## config.mk

```make
export PLATFORM = sky130hd
export DESIGN_NAME = sun_tracker_servo_commander
export DESIGN_NICKNAME = d
export VERILOG_FILES = /design/src/hw/rtl/sts_pkg.sv /design/src/hw/rtl/sts_regs.sv /design/src/hw/rtl/sts_datapath.sv /design/src/hw/rtl/sts_ctrl.sv /design/src/hw/rtl/sun_tracker_servo_commander.sv
export SDC_FILE = /design/constraint.sdc
export NUM_CORES = 1
export LEC_CHECK = 0
export BUFFER_PORTS_ARGS = -buffer_cell sky130_fd_sc_hd__buf_4
export CAP_MARGIN = 10
export CORE_MARGIN = 2
export CORE_UTILIZATION = 40
export DETAILED_ROUTE_END_ITERATION = 10
export PLACE_DENSITY = 0.55
export REMOVE_ABC_BUFFERS = 1
export SYNTH_ARGS = -nofsm -noshare
export SYNTH_HDL_FRONTEND = slang
export SYNTH_SLANG_ARGS = --single-unit
export TNS_END_PERCENT = 100
```

## constraint.sdc

```tcl
create_clock -name clk -period 14.54 [get_ports clk]
set_input_delay 3.635 -clock clk [delete_from_list [all_inputs] [get_ports clk]]
set_output_delay 3.635 -clock clk [all_outputs]
set_load 0.02 [all_outputs]
```

## src/hw/rtl/sts_pkg.sv

```systemverilog
// ----------------------------------------------------------------------------
// sts_pkg
// Shared types and constants for the sun tracker servo commander.
// ----------------------------------------------------------------------------
package sts_pkg;

    localparam int SampleW = 10;
    localparam int AngleW  = 9;
    localparam int PosW    = 11;

    // configuration register indexes
    localparam logic [2:0] CFG_GAIN       = 3'd0;
    localparam logic [2:0] CFG_DARK_THR   = 3'd1;
    localparam logic [2:0] CFG_ANGLE_MIN  = 3'd2;
    localparam logic [2:0] CFG_ANGLE_MAX  = 3'd3;
    localparam logic [2:0] CFG_MOVE_SPEED = 3'd4;
    localparam logic [2:0] CFG_HOME_VERT  = 3'd5;
    localparam logic [2:0] CFG_HOME_HORIZ = 3'd6;

    // packet constants
    localparam logic [7:0] SYNC_BYTE     = 8'hFF;
    localparam logic [7:0] PKT_LEN_BYTE  = 8'h07;
    localparam logic [7:0] INSTR_WRITE   = 8'h03;
    localparam logic [7:0] REG_GOAL_POS  = 8'h1E;
    localparam logic [1:0] SERVO_ID_VERT  = 2'd1;
    localparam logic [1:0] SERVO_ID_HORIZ = 2'd2;

    // byte slots inside one packet
    localparam logic [3:0] IDX_SYNC0 = 4'd0;
    localparam logic [3:0] IDX_SYNC1 = 4'd1;
    localparam logic [3:0] IDX_ID    = 4'd2;
    localparam logic [3:0] IDX_LEN   = 4'd3;
    localparam logic [3:0] IDX_INSTR = 4'd4;
    localparam logic [3:0] IDX_REG   = 4'd5;
    localparam logic [3:0] IDX_POSL  = 4'd6;
    localparam logic [3:0] IDX_POSH  = 4'd7;
    localparam logic [3:0] IDX_SPDL  = 4'd8;
    localparam logic [3:0] IDX_SPDH  = 4'd9;
    localparam logic [3:0] IDX_CHK   = 4'd10;
    localparam logic [4:0] RUN_LAST  = 5'd21;

    localparam logic [AngleW-1:0] ANGLE_RESET = 9'd150;
    // floor(x/3) = (x * 43691) >> 17 for x < 2^16
    localparam logic [15:0] RECIP_3   = 16'd43691;
    // angle*1023/300 = angle*341/100; floor(y/100) = (y * 167773) >> 24 for y < 199728
    localparam logic [8:0]  POS_MUL   = 9'd341;
    localparam logic [17:0] RECIP_100 = 18'd167773;

    typedef struct packed {
        logic [4:0]         gain;
        logic [SampleW-1:0] dark_threshold;
        logic [AngleW-1:0]  angle_min;
        logic [AngleW-1:0]  angle_max;
        logic [9:0]         move_speed;
        logic [9:0]         home_pos_vertical;
        logic [9:0]         home_pos_horizontal;
    } cfg_t;

    typedef enum logic [3:0] {
        DP_NOP,
        DP_CAPTURE,
        DP_MUL,
        DP_DIV,
        DP_UPDATE,
        DP_SCALE,
        DP_RECIP,
        DP_HOME,
        DP_EMIT
    } dp_op_t;

    typedef enum logic {
        AXIS_H,
        AXIS_V
    } axis_t;

    typedef struct packed {
        dp_op_t op;
        axis_t  axis;
    } dp_cmd_t;

    typedef struct packed {
        logic dark;
        logic out_free;
        logic pkt_end;
    } dp_status_t;

    typedef enum logic [3:0] {
        ST_IDLE,
        ST_DECIDE,
        ST_H_DIV,
        ST_H_UPD,
        ST_V_MUL,
        ST_V_DIV,
        ST_V_UPD,
        ST_A_LOAD,
        ST_A_RECIP,
        ST_A_SEND,
        ST_B_LOAD,
        ST_B_RECIP,
        ST_B_SEND
    } ctl_state_t;

endpackage

```

## src/hw/rtl/sts_regs.sv

```systemverilog
// ----------------------------------------------------------------------------
// sts_regs
// Configuration register file written through the config channel.
// ----------------------------------------------------------------------------
module sts_regs (
    input  logic          clk,
    input  logic          rst_n,
    input  logic          cfg_valid,
    output logic          cfg_ready,
    input  logic [2:0]    cfg_index,
    input  logic [9:0]    cfg_data,
    output sts_pkg::cfg_t cfg
);
    import sts_pkg::*;

    cfg_t cfg_reg;
    cfg_t cfg_next;

    assign cfg_ready = 1'b1;
    assign cfg       = cfg_reg;

    always_comb
    begin
        cfg_next = cfg_reg;
        if (cfg_valid)
        begin
            unique case (cfg_index)
                CFG_GAIN:       cfg_next.gain                = cfg_data[4:0];
                CFG_DARK_THR:   cfg_next.dark_threshold      = cfg_data;
                CFG_ANGLE_MIN:  cfg_next.angle_min           = cfg_data[8:0];
                CFG_ANGLE_MAX:  cfg_next.angle_max           = cfg_data[8:0];
                CFG_MOVE_SPEED: cfg_next.move_speed          = cfg_data;
                CFG_HOME_VERT:  cfg_next.home_pos_vertical   = cfg_data;
                CFG_HOME_HORIZ: cfg_next.home_pos_horizontal = cfg_data;
                default:        cfg_next = cfg_reg;  // unused index, ignored
            endcase
        end
    end

    always_ff @(posedge clk or negedge rst_n)
    begin
        if (!rst_n)
        begin
            cfg_reg.gain                <= 5'd1;
            cfg_reg.dark_threshold      <= 10'd200;
            cfg_reg.angle_min           <= 9'd100;
            cfg_reg.angle_max           <= 9'd200;
            cfg_reg.move_speed          <= 10'd68;
            cfg_reg.home_pos_vertical   <= 10'd512;
            cfg_reg.home_pos_horizontal <= 10'd560;
        end
        else
        begin
            cfg_reg <= cfg_next;
        end
    end

endmodule

```

## src/hw/rtl/sts_datapath.sv

```systemverilog
// ----------------------------------------------------------------------------
// sts_datapath
// Angle update arithmetic, position scaling and packet byte generation.
// ----------------------------------------------------------------------------
module sts_datapath (
    input  logic                clk,
    input  logic                rst_n,
    input  sts_pkg::cfg_t       cfg,
    input  sts_pkg::dp_cmd_t    cmd,
    output sts_pkg::dp_status_t status,
    input  logic [39:0]         s_tdata,
    output logic                m_tvalid,
    input  logic                m_tready,
    output logic [7:0]          m_tdata,
    output logic                m_tlast,
    output logic                m_tuser
);
    import sts_pkg::*;

    // sample registers
    logic [SampleW-1:0] top_reg, down_reg, right_reg, left_reg;
    logic               seen_reg, seen_next;

    // arithmetic pipeline registers
    logic signed [15:0] prod_reg;
    logic [13:0]        quo_reg;
    logic               neg_reg;
    logic [AngleW-1:0]  hang_reg, hang_next;
    logic [AngleW-1:0]  vang_reg, vang_next;
    logic [17:0]        scaled_reg;
    logic [PosW-1:0]    pos_reg;
    logic [1:0]         id_reg;

    // packet state
    logic [4:0] byte_pos_reg, byte_pos_next;
    logic [3:0] pkt_idx_reg, pkt_idx_next;
    logic [7:0] sum_reg, sum_next;
    logic       out_valid_reg, out_valid_next;
    logic [7:0] out_byte_reg;
    logic       out_last_reg;
    logic       out_seen_reg;

    logic [SampleW-1:0] op_a, op_b;
    logic [AngleW-1:0]  cur_angle;
    logic signed [10:0] diff;
    logic signed [16:0] prod_full;
    logic [15:0]        abs_full;
    logic [30:0]        quo_full;
    logic signed [15:0] corr;
    logic signed [15:0] v_raw;
    logic signed [15:0] v_clamp;
    logic [AngleW-1:0]  new_angle;
    logic [35:0]        recip_full;
    logic [7:0]         cur_byte;
    logic               emit;
    logic               dark_now;

    assign emit = (cmd.op == DP_EMIT);

    // axis operand selection
    always_comb
    begin
        if (cmd.axis == AXIS_H)
        begin
            op_a      = top_reg;
            op_b      = down_reg;
            cur_angle = hang_reg;
        end
        else
        begin
            op_a      = right_reg;
            op_b      = left_reg;
            cur_angle = vang_reg;
        end
    end

    assign dark_now = (s_tdata[9:0]   < cfg.dark_threshold) &&
                      (s_tdata[19:10] < cfg.dark_threshold) &&
                      (s_tdata[29:20] < cfg.dark_threshold) &&
                      (s_tdata[39:30] < cfg.dark_threshold);
    assign seen_next = !dark_now;

    assign diff      = $signed({1'b0, op_a}) - $signed({1'b0, op_b});
    assign prod_full = 17'(diff) * $signed({12'b0, cfg.gain});

    // truncating divide by three on the magnitude
    assign abs_full = prod_reg[15] ? (16'd0 - prod_reg) : prod_reg;
    assign quo_full = 31'(abs_full[14:0]) * 31'(RECIP_3);

    assign corr  = neg_reg ? -$signed({2'b0, quo_reg}) : $signed({2'b0, quo_reg});
    assign v_raw = $signed({7'b0, cur_angle}) - corr;

    // low clamp first, then high clamp
    always_comb
    begin
        v_clamp = v_raw;
        if (v_clamp < $signed({7'b0, cfg.angle_min}))
        begin
            v_clamp = $signed({7'b0, cfg.angle_min});
        end
        if (v_clamp > $signed({7'b0, cfg.angle_max}))
        begin
            v_clamp = $signed({7'b0, cfg.angle_max});
        end
    end
    assign new_angle = v_clamp[AngleW-1:0];

    assign hang_next = (cmd.op == DP_UPDATE && cmd.axis == AXIS_H) ? new_angle : hang_reg;
    assign vang_next = (cmd.op == DP_UPDATE && cmd.axis == AXIS_V) ? new_angle : vang_reg;

    assign recip_full = 36'(scaled_reg) * 36'(RECIP_100);

    // packet byte mux
    always_comb
    begin
        unique case (pkt_idx_reg)
            IDX_SYNC0: cur_byte = SYNC_BYTE;
            IDX_SYNC1: cur_byte = SYNC_BYTE;
            IDX_ID:    cur_byte = {6'b0, id_reg};
            IDX_LEN:   cur_byte = PKT_LEN_BYTE;
            IDX_INSTR: cur_byte = INSTR_WRITE;
            IDX_REG:   cur_byte = REG_GOAL_POS;
            IDX_POSL:  cur_byte = pos_reg[7:0];
            IDX_POSH:  cur_byte = {5'b0, pos_reg[PosW-1:8]};
            IDX_SPDL:  cur_byte = cfg.move_speed[7:0];
            IDX_SPDH:  cur_byte = {6'b0, cfg.move_speed[9:8]};
            IDX_CHK:   cur_byte = ~sum_reg;
            default:   cur_byte = 8'h00;
        endcase
    end

    always_comb
    begin
        byte_pos_next  = byte_pos_reg;
        pkt_idx_next   = pkt_idx_reg;
        sum_next       = sum_reg;
        out_valid_next = out_valid_reg && !m_tready;
        if (cmd.op == DP_CAPTURE)
        begin
            byte_pos_next = 5'd0;
            pkt_idx_next  = 4'd0;
            sum_next      = 8'd0;
        end
        else if (emit)
        begin
            out_valid_next = 1'b1;
            byte_pos_next  = (byte_pos_reg == RUN_LAST) ? 5'd0 : byte_pos_reg + 5'd1;
            pkt_idx_next   = (pkt_idx_reg == IDX_CHK) ? 4'd0 : pkt_idx_reg + 4'd1;
            // checksum covers id through speed high byte
            if (pkt_idx_reg == IDX_SYNC0 || pkt_idx_reg == IDX_SYNC1 ||
                pkt_idx_reg == IDX_CHK)
            begin
                sum_next = 8'd0;
            end
            else
            begin
                sum_next = sum_reg + cur_byte;
            end
        end
    end

    always_ff @(posedge clk or negedge rst_n)
    begin
        if (!rst_n)
        begin
            seen_reg      <= 1'b1;
            hang_reg      <= ANGLE_RESET;
            vang_reg      <= ANGLE_RESET;
            byte_pos_reg  <= 5'd0;
            pkt_idx_reg   <= 4'd0;
            sum_reg       <= 8'd0;
            out_valid_reg <= 1'b0;
        end
        else
        begin
            if (cmd.op == DP_CAPTURE)
            begin
                seen_reg <= seen_next;
            end
            hang_reg      <= hang_next;
            vang_reg      <= vang_next;
            byte_pos_reg  <= byte_pos_next;
            pkt_idx_reg   <= pkt_idx_next;
            sum_reg       <= sum_next;
            out_valid_reg <= out_valid_next;
        end
    end

    // payload registers
    always_ff @(posedge clk)
    begin
        unique case (cmd.op)
            DP_CAPTURE:
            begin
                top_reg   <= s_tdata[9:0];
                down_reg  <= s_tdata[19:10];
                right_reg <= s_tdata[29:20];
                left_reg  <= s_tdata[39:30];
            end
            DP_MUL:
            begin
                prod_reg <= $signed(prod_full[15:0]);
            end
            DP_DIV:
            begin
                quo_reg <= quo_full[30:17];
                neg_reg <= prod_reg[15];
            end
            DP_SCALE:
            begin
                scaled_reg <= 18'(cur_angle) * 18'(POS_MUL);
                id_reg     <= (cmd.axis == AXIS_H) ? SERVO_ID_HORIZ : SERVO_ID_VERT;
            end
            DP_RECIP:
            begin
                pos_reg <= recip_full[34:24];
            end
            DP_HOME:
            begin
                pos_reg <= (cmd.axis == AXIS_H) ? {1'b0, cfg.home_pos_horizontal}
                                                : {1'b0, cfg.home_pos_vertical};
                id_reg  <= (cmd.axis == AXIS_H) ? SERVO_ID_HORIZ : SERVO_ID_VERT;
            end
            DP_EMIT:
            begin
                out_byte_reg <= cur_byte;
                out_last_reg <= (byte_pos_reg == RUN_LAST);
                out_seen_reg <= seen_reg;
            end
            default:
            begin
            end
        endcase
    end

    assign status.dark     = !seen_reg;
    assign status.out_free = !out_valid_reg || m_tready;
    assign status.pkt_end  = (pkt_idx_reg == IDX_CHK);

    assign m_tvalid = out_valid_reg;
    assign m_tdata  = out_byte_reg;
    assign m_tlast  = out_last_reg;
    assign m_tuser  = out_seen_reg;

endmodule

```

## src/hw/rtl/sts_ctrl.sv

```systemverilog
// ----------------------------------------------------------------------------
// sts_ctrl
// Sequencer: steps the datapath through the angle updates (light sets only) and two packets.
// ----------------------------------------------------------------------------
module sts_ctrl (
    input  logic                clk,
    input  logic                rst_n,
    input  logic                s_tvalid,
    output logic                s_tready,
    input  sts_pkg::dp_status_t status,
    output sts_pkg::dp_cmd_t    cmd
);
    import sts_pkg::*;

    ctl_state_t state_reg, state_next;

    always_ff @(posedge clk or negedge rst_n)
    begin
        if (!rst_n)
        begin
            state_reg <= ST_IDLE;
        end
        else
        begin
            state_reg <= state_next;
        end
    end

    always_comb
    begin
        state_next = state_reg;
        unique case (state_reg)
            ST_IDLE:    if (s_tvalid) state_next = ST_DECIDE;
            ST_DECIDE:  state_next = status.dark ? ST_A_SEND : ST_H_DIV;
            ST_H_DIV:   state_next = ST_H_UPD;
            ST_H_UPD:   state_next = ST_V_MUL;
            ST_V_MUL:   state_next = ST_V_DIV;
            ST_V_DIV:   state_next = ST_V_UPD;
            ST_V_UPD:   state_next = ST_A_LOAD;
            ST_A_LOAD:  state_next = ST_A_RECIP;
            ST_A_RECIP: state_next = ST_A_SEND;
            ST_A_SEND:  if (status.out_free && status.pkt_end) state_next = ST_B_LOAD;
            ST_B_LOAD:  state_next = status.dark ? ST_B_SEND : ST_B_RECIP;
            ST_B_RECIP: state_next = ST_B_SEND;
            ST_B_SEND:  if (status.out_free && status.pkt_end) state_next = ST_IDLE;
            default:    state_next = ST_IDLE;
        endcase
    end

    always_comb
    begin
        s_tready = 1'b0;
        cmd.op   = DP_NOP;
        cmd.axis = AXIS_H;
        unique case (state_reg)
            ST_IDLE:
            begin
                s_tready = 1'b1;
                if (s_tvalid) cmd.op = DP_CAPTURE;
            end
            ST_DECIDE:
            begin
                // dark: vertical home first; light: horizontal correction first
                cmd.op   = status.dark ? DP_HOME : DP_MUL;
                cmd.axis = status.dark ? AXIS_V : AXIS_H;
            end
            ST_H_DIV:   cmd.op = DP_DIV;
            ST_H_UPD:   cmd.op = DP_UPDATE;
            ST_V_MUL:
            begin
                cmd.op   = DP_MUL;
                cmd.axis = AXIS_V;
            end
            ST_V_DIV:   cmd.op = DP_DIV;
            ST_V_UPD:
            begin
                cmd.op   = DP_UPDATE;
                cmd.axis = AXIS_V;
            end
            ST_A_LOAD:  cmd.op = DP_SCALE;
            ST_A_RECIP: cmd.op = DP_RECIP;
            ST_A_SEND:  if (status.out_free) cmd.op = DP_EMIT;
            ST_B_LOAD:
            begin
                cmd.op   = status.dark ? DP_HOME : DP_SCALE;
                cmd.axis = status.dark ? AXIS_H : AXIS_V;
            end
            ST_B_RECIP: cmd.op = DP_RECIP;
            ST_B_SEND:  if (status.out_free) cmd.op = DP_EMIT;
            default:
            begin
                s_tready = 1'b0;
            end
        endcase
    end

endmodule

```

## src/hw/rtl/sun_tracker_servo_commander.sv

```systemverilog
// ----------------------------------------------------------------------------
// sun_tracker_servo_commander
// Light sensor driven pan/tilt servo commander emitting servo packets.
// ----------------------------------------------------------------------------
// One sample set is taken at a time. In light, the sequencer runs the
// two angle updates (multiply, divide by three, clamp per axis) and,
// per packet, the position scaling before the packet's eleven bytes go
// out one per cycle while the output is not stalled; a dark set skips
// these steps and sends the home packets. The next set is taken as soon
// as the last byte sits in the output register. Output stalls hold the
// sequencer in its send states.
// ----------------------------------------------------------------------------
module sun_tracker_servo_commander (
    input  logic        clk,
    input  logic        rst_n,
    input  logic        s_tvalid,
    output logic        s_tready,
    input  logic [39:0] s_tdata,   // top_level, down_level, right_level, left_level
    output logic        m_tvalid,
    input  logic        m_tready,
    output logic [7:0]  m_tdata,   // link_byte
    output logic        m_tlast,
    output logic        m_tuser,   // light_seen
    input  logic        cfg_valid,
    output logic        cfg_ready,
    input  logic [2:0]  cfg_index,
    input  logic [9:0]  cfg_data
);
    import sts_pkg::*;

    cfg_t       cfg;
    dp_cmd_t    cmd;
    dp_status_t status;

    sts_regs u_regs (
        .clk       (clk),
        .rst_n     (rst_n),
        .cfg_valid (cfg_valid),
        .cfg_ready (cfg_ready),
        .cfg_index (cfg_index),
        .cfg_data  (cfg_data),
        .cfg       (cfg)
    );

    sts_ctrl u_ctrl (
        .clk      (clk),
        .rst_n    (rst_n),
        .s_tvalid (s_tvalid),
        .s_tready (s_tready),
        .status   (status),
        .cmd      (cmd)
    );

    sts_datapath u_dp (
        .clk      (clk),
        .rst_n    (rst_n),
        .cfg      (cfg),
        .cmd      (cmd),
        .status   (status),
        .s_tdata  (s_tdata),
        .m_tvalid (m_tvalid),
        .m_tready (m_tready),
        .m_tdata  (m_tdata),
        .m_tlast  (m_tlast),
        .m_tuser  (m_tuser)
    );

endmodule

```

==> impl_metrics.json, run 1 <==
{
  "synth_edf_count": 112,
  "cts_buffers": 26,
  "met2_usage_pct": 30.54,
  "die_y_um": 247.9,
  "drt_iter0_markers": 771,
  "finalMaxSlewViolations": 0,
  "track_usage_pct": 18.84,
  "worstRegToRegCells": 37,
  "final_hold_viol_count": 0,
  "root_buffer": "clkbuf_16",
  "post-place-ws_ps": 6007,
  "final_nets": 3052,
  "finalSetupViolCount": 0,
  "wire_per_inst_um": 17.51,
  "finalWorstSetupSlack_ps": 5916,
  "clock_path_buffers": 3,
  "cpMostUsedCell": "o21a_1",
  "port_buffers": 69,
  "drtAntennaViolNets": 0,
  "whs_path_depth": 2,
  "drive_gt1_share_pct": 9.306,
  "vias": 16020,
  "viasPerCell": 5.105,
  "max_freq_mhz": 115.9,
  "placed_area_um2": 25160,
  "tightest_slew_ps": 1159,
  "yosys.cell_types.count": 74,
  "place_hpwl_um": 45480,
  "cts_tree": "yes",
  "grt_antenna_before_repair": 1,
  "layout_common_cells": "inv_1 (410), ha_1 (406), fa_1 (244)",
  "syn_inst": 2285,
  "min_period_ps": 8624,
  "holdBufCountCts": 0,
  "critPathMaxFanout": 35,
  "ys_ff_latch": 216,
  "layout_commonest_cell": "inv_1",
  "cts_resized": 0,
  "async_flop_share_pct": 48.15,
  "setup_tns_ps": 0,
  "grt_max_degree": 76,
  "rsz0062_at_grt": "false",
  "period_share_pct": 59.32,
  "overflow": 0,
  "use_met3_pct": 2.206,
  "arrival_ps": 9080,
  "timing.max_cap.violations": 0,
  "grt_pass1_vias": 17190,
  "busiest_layer": "met2",
  "start_kind": "flip-flop",
  "final_cell_area_um2": 26050,
  "clkLatencyLatePin_ps": 550,
  "wirelength_um": 54950,
  "io-pin-count": 71,
  "area_delta_synth_final_pct": 9.510,
  "cts_setup_buffers": 0,
  "die_area_um2": 61440,
  "num_rows": 89,
  "largest_reg_flops": 63,
  "syn_area_per_cell_um2": 10.41,
  "path_clk_slew_ps": 60,
  "syn-cell-area_um2": 23790,
  "ys.flop_type": "edfxtp_1",
  "cp_slowest_cell": "dfrtp_1",
  "skew_ps": 28.16,
  "drc": 0,
  "grt_util_met1_pct": 27.57,
  "clkSinkCount": 216,
  "hold_class": "flip-flop to flip-flop",
  "start_util_pct": 40.38,
  "critical_path_required_ps": 14990,
  "grt_pass1_wl_um": 91270,
  "cts.htree.levels": 1,
  "fp.coreArea_um2": 58910,
  "dr.pass1.iters": 5,
  "cp-end-kind": "flip-flop",
  "slowest_delay_ps": 860,
  "place.gp.congestion": 0.8525,
  "setup.worst_path.class": "flip-flop to flip-flop",
  "relSlewSlack_pct": 22.12,
  "seq_area_frac_synth_pct": 25.21,
  "synth_warnings": 0,
  "die_w_um": 247.9,
  "status": "complete, no violations"
}
[final cells by class]
| class | count | area, um^2 |
|---|---|---|
| multi-input combinational | 1609 | 16060 |
| antenna | 1 | 2.502 |
| clock buffer | 34 | 743.2 |
| clock inverter | 14 | 140.1 |
| sequential | 216 | 5997 |
| tap | 773 | 967.2 |
| timing repair buffer | 78 | 589.3 |
| inverter | 413 | 1550 |
| fill | 5642 | 32860 |
[per-layer routing]
layer  vias to the layer above  share of wire (%)
met5                         -                  0
met4                         0                1.3
met3                        42                4.2
met2                       296                 45
met1                      7906                 49
li1                       7776                  -
[cell families (layout without fill, tap and decap cells)]
logic type,after synthesis,after routing,synth area share (%)
AOI/OAI and AO/OA,357,357,9.420
DFF,216,216,25.21
muxes,87,87,3.966
other,1,2,0.01576
and+or+nand+nor,412,412,8.395
adders and majority gates,651,651,41.94
xor gates and xnor gates,101,101,3.719
buffers and inverters,460,539,7.337
[synthesized netlist by cell type (all sizes together) (24+ instances only)]
library cell	n	share of area, %
a21o	55	1.7
a21oi	78	1.6
and2	32	0.84
clkbuf	37	0.58
dfrtp	79	8.3
dfstp	25	2.8
edfxtp	112	14
fa	244	21
ha	406	21
inv	412	6.5
mux2	55	2.6
mux2i	32	1.3
nand2	165	2.6
nand2b	27	0.71
nand3	24	0.50
nor2	66	1.0
nor2b	26	0.68
o21ai	115	2.5
xnor2	67	2.5
xor2	34	1.3
[per-stage QoR]
step	hold WS, ps	cells	utilization (%)
floorplan	438.2	2238	-
global placement	462.4	3088	42.70
detailed placement	466.5	3089	42.72
CTS	482.9	3137	44.22
global route	499.2	3137	44.22
finish	479.2	3138	44.22
[critical path: cells and delay by family (launching register included)]
kind                       cells  cell delay, ps
xor gates and xnor gates       1             250
DFF                            1             860
and+or+nand+nor               11            1420
AOI/OAI and AO/OA             14            2790
muxes                          2             700
adders and majority gates      5            1630
buffers and inverters          4             850
[worst paths after layout]
kind	from	to	slack [ps]
worst min register to register	u_dp.hang_reg[0]$_DFFE_PN0P_	u_dp.hang_reg[0]$_DFFE_PN0P_	480
worst max-delay path	u_ctrl.state_reg[3]$_DFFE_PN0P_	u_dp.vang_reg[0]$_DFFE_PN0P_	5920
worst max register to register	u_ctrl.state_reg[3]$_DFFE_PN0P_	u_dp.vang_reg[0]$_DFFE_PN0P_	5920
max in group asynchronous	rst_n	u_regs.cfg[52]$_DFFE_PN0P_	10130
min in group asynchronous	rst_n	u_dp.sum_reg[1]$_DFFE_PN0P_	3020
worst min-delay path	u_dp.hang_reg[0]$_DFFE_PN0P_	u_dp.hang_reg[0]$_DFFE_PN0P_	480
Power of run 1 is left out: the tool's default activity adds up to more than one toggle a clock period on the data nets, which glitch-free logic cannot reach.
==> run 2, diff against run 1 <==
clock period = 8 ns   (was 14.54 ns; I/O delays follow)
==> impl_metrics.json, run 2 (synthesis gave the netlist of run 1 again) <==
{
  "io-pin-count": 71,
  "cts.htree.levels": 1,
  "track_usage_pct": 18.46,
  "cp-end-kind": "flip-flop",
  "holdBufCountCts": 0,
  "tightest_slew_ps": 1232,
  "fp.coreArea_um2": 58910,
  "die_y_um": 247.9,
  "critPathMaxFanout": 21,
  "largest_reg_flops": 63,
  "finalMaxSlewViolations": 0,
  "port_buffers": 69,
  "status": "complete, no violations",
  "placedCellCount": 3093,
  "cts_buffers": 26,
  "final_hold_viol_count": 0,
  "overflow": 0,
  "arrival_ps": 8030,
  "root_buffer": "clkbuf_16",
  "layout_common_cells": "inv_1 (410), ha_1 (405), fa_1 (244)",
  "die_w_um": 247.9,
  "critical_path_required_ps": 8460,
  "relSlewSlack_pct": 17.27,
  "drive_gt1_share_pct": 9.502,
  "die_area_um2": 61440,
  "dr.pass1.iters": 6,
  "min_period_ps": 7564,
  "area_delta_synth_final_pct": 9.683,
  "start_util_pct": 40.38,
  "grt_pass1_wl_um": 89600,
  "finish.utilization_pct": 44.29,
  "clkSinkCount": 216,
  "wirelength_um": 54750,
  "cp_slowest_cell": "ha_2",
  "max_freq_mhz": 132.2,
  "grt_antenna_before_repair": 0,
  "cpMostUsedCell": "o21a_1",
  "drc": 0,
  "grt_pass1_vias": 16890,
  "cts_tree": "yes",
  "period_share_pct": 94.55,
  "place.gp.congestion": 0.8822,
  "timing.max_cap.violations": 0,
  "slowest_delay_ps": 490,
  "viasPerCell": 5.098,
  "finalNonFillerCells": 3142,
  "skew_ps": 34.89,
  "vias": 16020,
  "drtAntennaViolNets": 0,
  "drt_iter0_markers": 852,
  "layout_commonest_cell": "inv_1",
  "setup.worst_path.class": "flip-flop to flip-flop",
  "clkLatencyLatePin_ps": 570,
  "start_kind": "flip-flop",
  "wire_per_inst_um": 17.43,
  "place_hpwl_um": 45300,
  "path_clk_slew_ps": 60,
  "clock_path_buffers": 3,
  "finalSetupViolCount": 0,
  "cts_setup_buffers": 0,
  "num_rows": 89,
  "final_nets": 3056,
  "grt_max_degree": 55,
  "hold_class": "flip-flop to flip-flop"
}
==> run 2: metrics by stage <==
step / cell area [um^2] / TNS (ps) / setup WS (ps) / hold WS [ps]
5_1_grt: 26090 / -6.386 / -6.386 / 512.0
3_3_place_gp: 25190 / 0 / 230.5 / 465.9
3_5_place_dp: 25190 / 0 / 12.73 / 473.9
4_1_cts: 26070 / 0 / 100.6 / 487.8
2_1_floorplan: 23590 / 0 / 537.1 / 438.2
6_report: 26090 / 0 / 435.7 / 484.9
==> run 2: layout make-up <==
class                           count  area (um^2)
Fill cell                        5529        32820
Tap cell                          773        967.2
Antenna cell                        1        2.502
Clock buffer                       33        698.2
Inverter                          413         1558
Timing Repair Buffer               82        615.6
Multi-Input combinational cell   1609        16070
Sequential cell                   216         5997
Clock inverter                     15        181.4
==> run 2: final timing paths <==
kind                                                  from                      endpoint  slack (ps)  cells after the start
hold / removal                u_dp.vang_reg[8]$_DFFE_PN0P_  u_dp.vang_reg[8]$_DFFE_PN0P_         480                      2
max in group asynchronous                            rst_n    u_regs.cfg[48]$_DFFE_PN0P_        5330                      2
setup / recovery           u_ctrl.state_reg[1]$_DFFE_PN0P_  u_dp.vang_reg[0]$_DFFE_PN0P_         440                     32
setup reg to reg           u_ctrl.state_reg[1]$_DFFE_PN0P_  u_dp.vang_reg[0]$_DFFE_PN0P_         440                     32
min in group asynchronous                            rst_n     u_regs.cfg[1]$_DFFE_PN0P_        1460                      1
hold reg to reg               u_dp.vang_reg[8]$_DFFE_PN0P_  u_dp.vang_reg[8]$_DFFE_PN0P_         480                      2
==> run 2: timing repair <==
item	in CTS	in global routing
gates resized for setup	1	7
gates cloned	0	0
endpoints found under the setup margin	2	21
==> run 2: worst max-delay path, delay by kind of cell (launching register included) <==
kind	cells	cell delay, ps
muxes	2	710
xor gates and xnor gates	1	110
buffers and inverters	1	130
DFF	1	410
adders and majority gates	5	1710
and+or+nand+nor	10	1790
AOI/OAI and AO/OA	13	2570
==> run 2: metal layers <==
layer  GRT usage (%)  part of all wire [%]  wire length, um
met1           26.88                    49            26820
met2           30.17                    46            24970
met3           2.054                   4.1             2229
met4           2.607                   1.3              732
met5               0                     0                0
Power of run 2 is left out for the same reason.
==> run 3, diff against run 2 <==
CORE_UTILIZATION = 35   (was 40)
PLACE_DENSITY = 0.5   (was 0.55)
==> impl_metrics.json, run 3 (synthesis gave the netlist of run 1 again) <==
{
  "status": "complete, no violations",
  "area_delta_synth_final_pct": 10.46,
  "cp_slowest_cell": "dfstp_2",
  "place.gp.congestion": 0.8513,
  "final_nets": 3057,
  "wirelength_um": 55750,
  "final_hold_viol_count": 0,
  "grt_pass1_vias": 16890,
  "use_met3_pct": 1.969,
  "timing.max_cap.violations": 0,
  "port_buffers": 69,
  "grt_pass1_wl_um": 92120,
  "dr.pass1.iters": 5,
  "largest_reg_flops": 63,
  "die_area_um2": 70070,
  "clkSinkCount": 216,
  "clkLatencyLatePin_ps": 550,
  "regArea_um2": 5997,
  "cts.htree.levels": 1,
  "cts_tree": "yes",
  "vias": 15960,
  "start_util_pct": 35.36,
  "skew_ps": 18.75,
  "critical_path_required_ps": 8460,
  "cpMostUsedCell": "o21a_1",
  "grt_max_degree": 62,
  "finalMaxSlewViolations": 0,
  "grt_util_met1_pct": 24.61,
  "grt_antenna_before_repair": 1,
  "max_freq_mhz": 134.1,
  "drc": 0,
  "die_y_um": 264.7,
  "worstRegToRegCells": 35,
  "tightest_slew_ps": 1197,
  "layout_commonest_cell": "inv_1",
  "layout_common_cells": "inv_1 (410), ha_1 (404), fa_1 (244)",
  "hold_class": "flip-flop to flip-flop",
  "finalWorstSetupSlack_ps": 540.1,
  "track_usage_pct": 16.54,
  "slowest_delay_ps": 650,
  "period_share_pct": 93.25,
  "whs_ps": 482.9,
  "crit-reg2reg-launch": "u_dp.seen_reg$_DFFE_PN1N_",
  "viasPerCell": 4.920,
  "critPathMaxFanout": 17,
  "fillers": 6639,
  "start_kind": "flip-flop",
  "holdBufCountCts": 0,
  "drt_iter0_markers": 960,
  "place_hpwl_um": 46440,
  "overflow": 0,
  "root_buffer": "clkbuf_16",
  "path_clk_slew_ps": 60,
  "drive_gt1_share_pct": 9.751,
  "cts_buffers": 26,
  "arrival_ps": 7920,
  "die_w_um": 264.7,
  "setup.worst_path.class": "flip-flop to flip-flop",
  "worstReg2RegEnd": "u_dp.vang_reg[0]$_DFFE_PN0P_",
  "busiest_layer": "met2",
  "num_rows": 95,
  "fp.coreArea_um2": 67280,
  "wire_per_inst_um": 17.19,
  "drtAntennaViolNets": 0,
  "min_period_ps": 7460,
  "min-delay-start": "u_dp.hang_reg[4]$_DFFE_PN1P_",
  "whs_path_depth": 2,
  "finalSetupViolCount": 0,
  "post-place-ws_ps": 227.5,
  "hold_end": "u_dp.hang_reg[4]$_DFFE_PN1P_",
  "cp-end-kind": "flip-flop",
  "multi_input_area_um2": 16110,
  "relSlewSlack_pct": 19.56,
  "r2r_slack_ps": 540,
  "io-pin-count": 71,
  "met2_usage_pct": 26.30,
  "clock_path_buffers": 3
}
-- run 3: cell count changes in the layout (fill, tap and decap cells not counted), moves of 2 or more --
cell,delta
clkinv_8,-2
buf_6,+3
clkinv_2,-3
buf_4,-2
clkbuf_8,+3
-- run 3: how the worst max path moves through the flow --
stage | startpoint | to | depth (start not counted)
2_1_floorplan | u_ctrl.state_reg[2]$_DFFE_PN0P_ | u_dp.vang_reg[0]$_DFFE_PN0P_ | 32
3_3_place_gp | u_dp.prod_reg[0]$_DFFE_PN_ | u_dp.quo_reg[12]$_DFFE_PN_ | 28
3_5_place_dp | u_dp.prod_reg[0]$_DFFE_PN_ | u_dp.quo_reg[12]$_DFFE_PN_ | 28
4_1_cts | u_dp.prod_reg[0]$_DFFE_PN_ | u_dp.quo_reg[12]$_DFFE_PN_ | 28
5_1_grt | u_dp.prod_reg[0]$_DFFE_PN_ | u_dp.quo_reg[12]$_DFFE_PN_ | 28
6_report | u_dp.seen_reg$_DFFE_PN1N_ | u_dp.vang_reg[0]$_DFFE_PN0P_ | 35
-- run 3: stage by stage --
stage / utilization, % / instance area [um^2] / instances / TNS [ps]
floorplan: - / 23590 / 2238 / 0
global placement: 37.64 / 25320 / 3193 / 0
detailed placement: 37.65 / 25330 / 3194 / 0
CTS: 38.97 / 26220 / 3242 / 0
global route: 39.05 / 26270 / 3242 / -9.525
finish: 39.06 / 26280 / 3244 / 0
-- run 3: critical path, delay by kind of cell (launching register included) --
family / cells / cell delay, ps
XOR/XNOR: 1 / 220
AND/OR/NAND/NOR: 11 / 1590
AO/OA/AOI/OAI: 14 / 2560
multiplexers: 2 / 640
adder cells (fa/ha/maj): 5 / 1380
flip-flops: 1 / 650
buffers and inverters: 2 / 290
-- run 3: timing repair --
item                                    CTS  global route
setup buffers                             0             0
endpoints found under the setup margin    0            27
resized for setup                         0            15
hold endpoints to repair                  0             0
-- run 3: layout make-up --
class / instances / share of cell area [%]
clock buffer: 37 / 2.910
inverter: 413 / 5.910
clock inverter: 11 / 0.4524
multi-input combinational: 1609 / 61.31
timing repair buffer: 83 / 2.414
antenna: 2 / 0.01905
sequential: 216 / 22.82
tap: 873 / 4.157
-- run 3: per-layer routing --
| metal | part of all wire [%] | wire (um) |
|---|---|---|
| met1 | 50 | 28100 |
| met2 | 45 | 24880 |
| met3 | 3.6 | 2016 |
| met4 | 1.4 | 758 |
| met5 | 0 | 0 |
Power of run 3 is left out for the same reason.
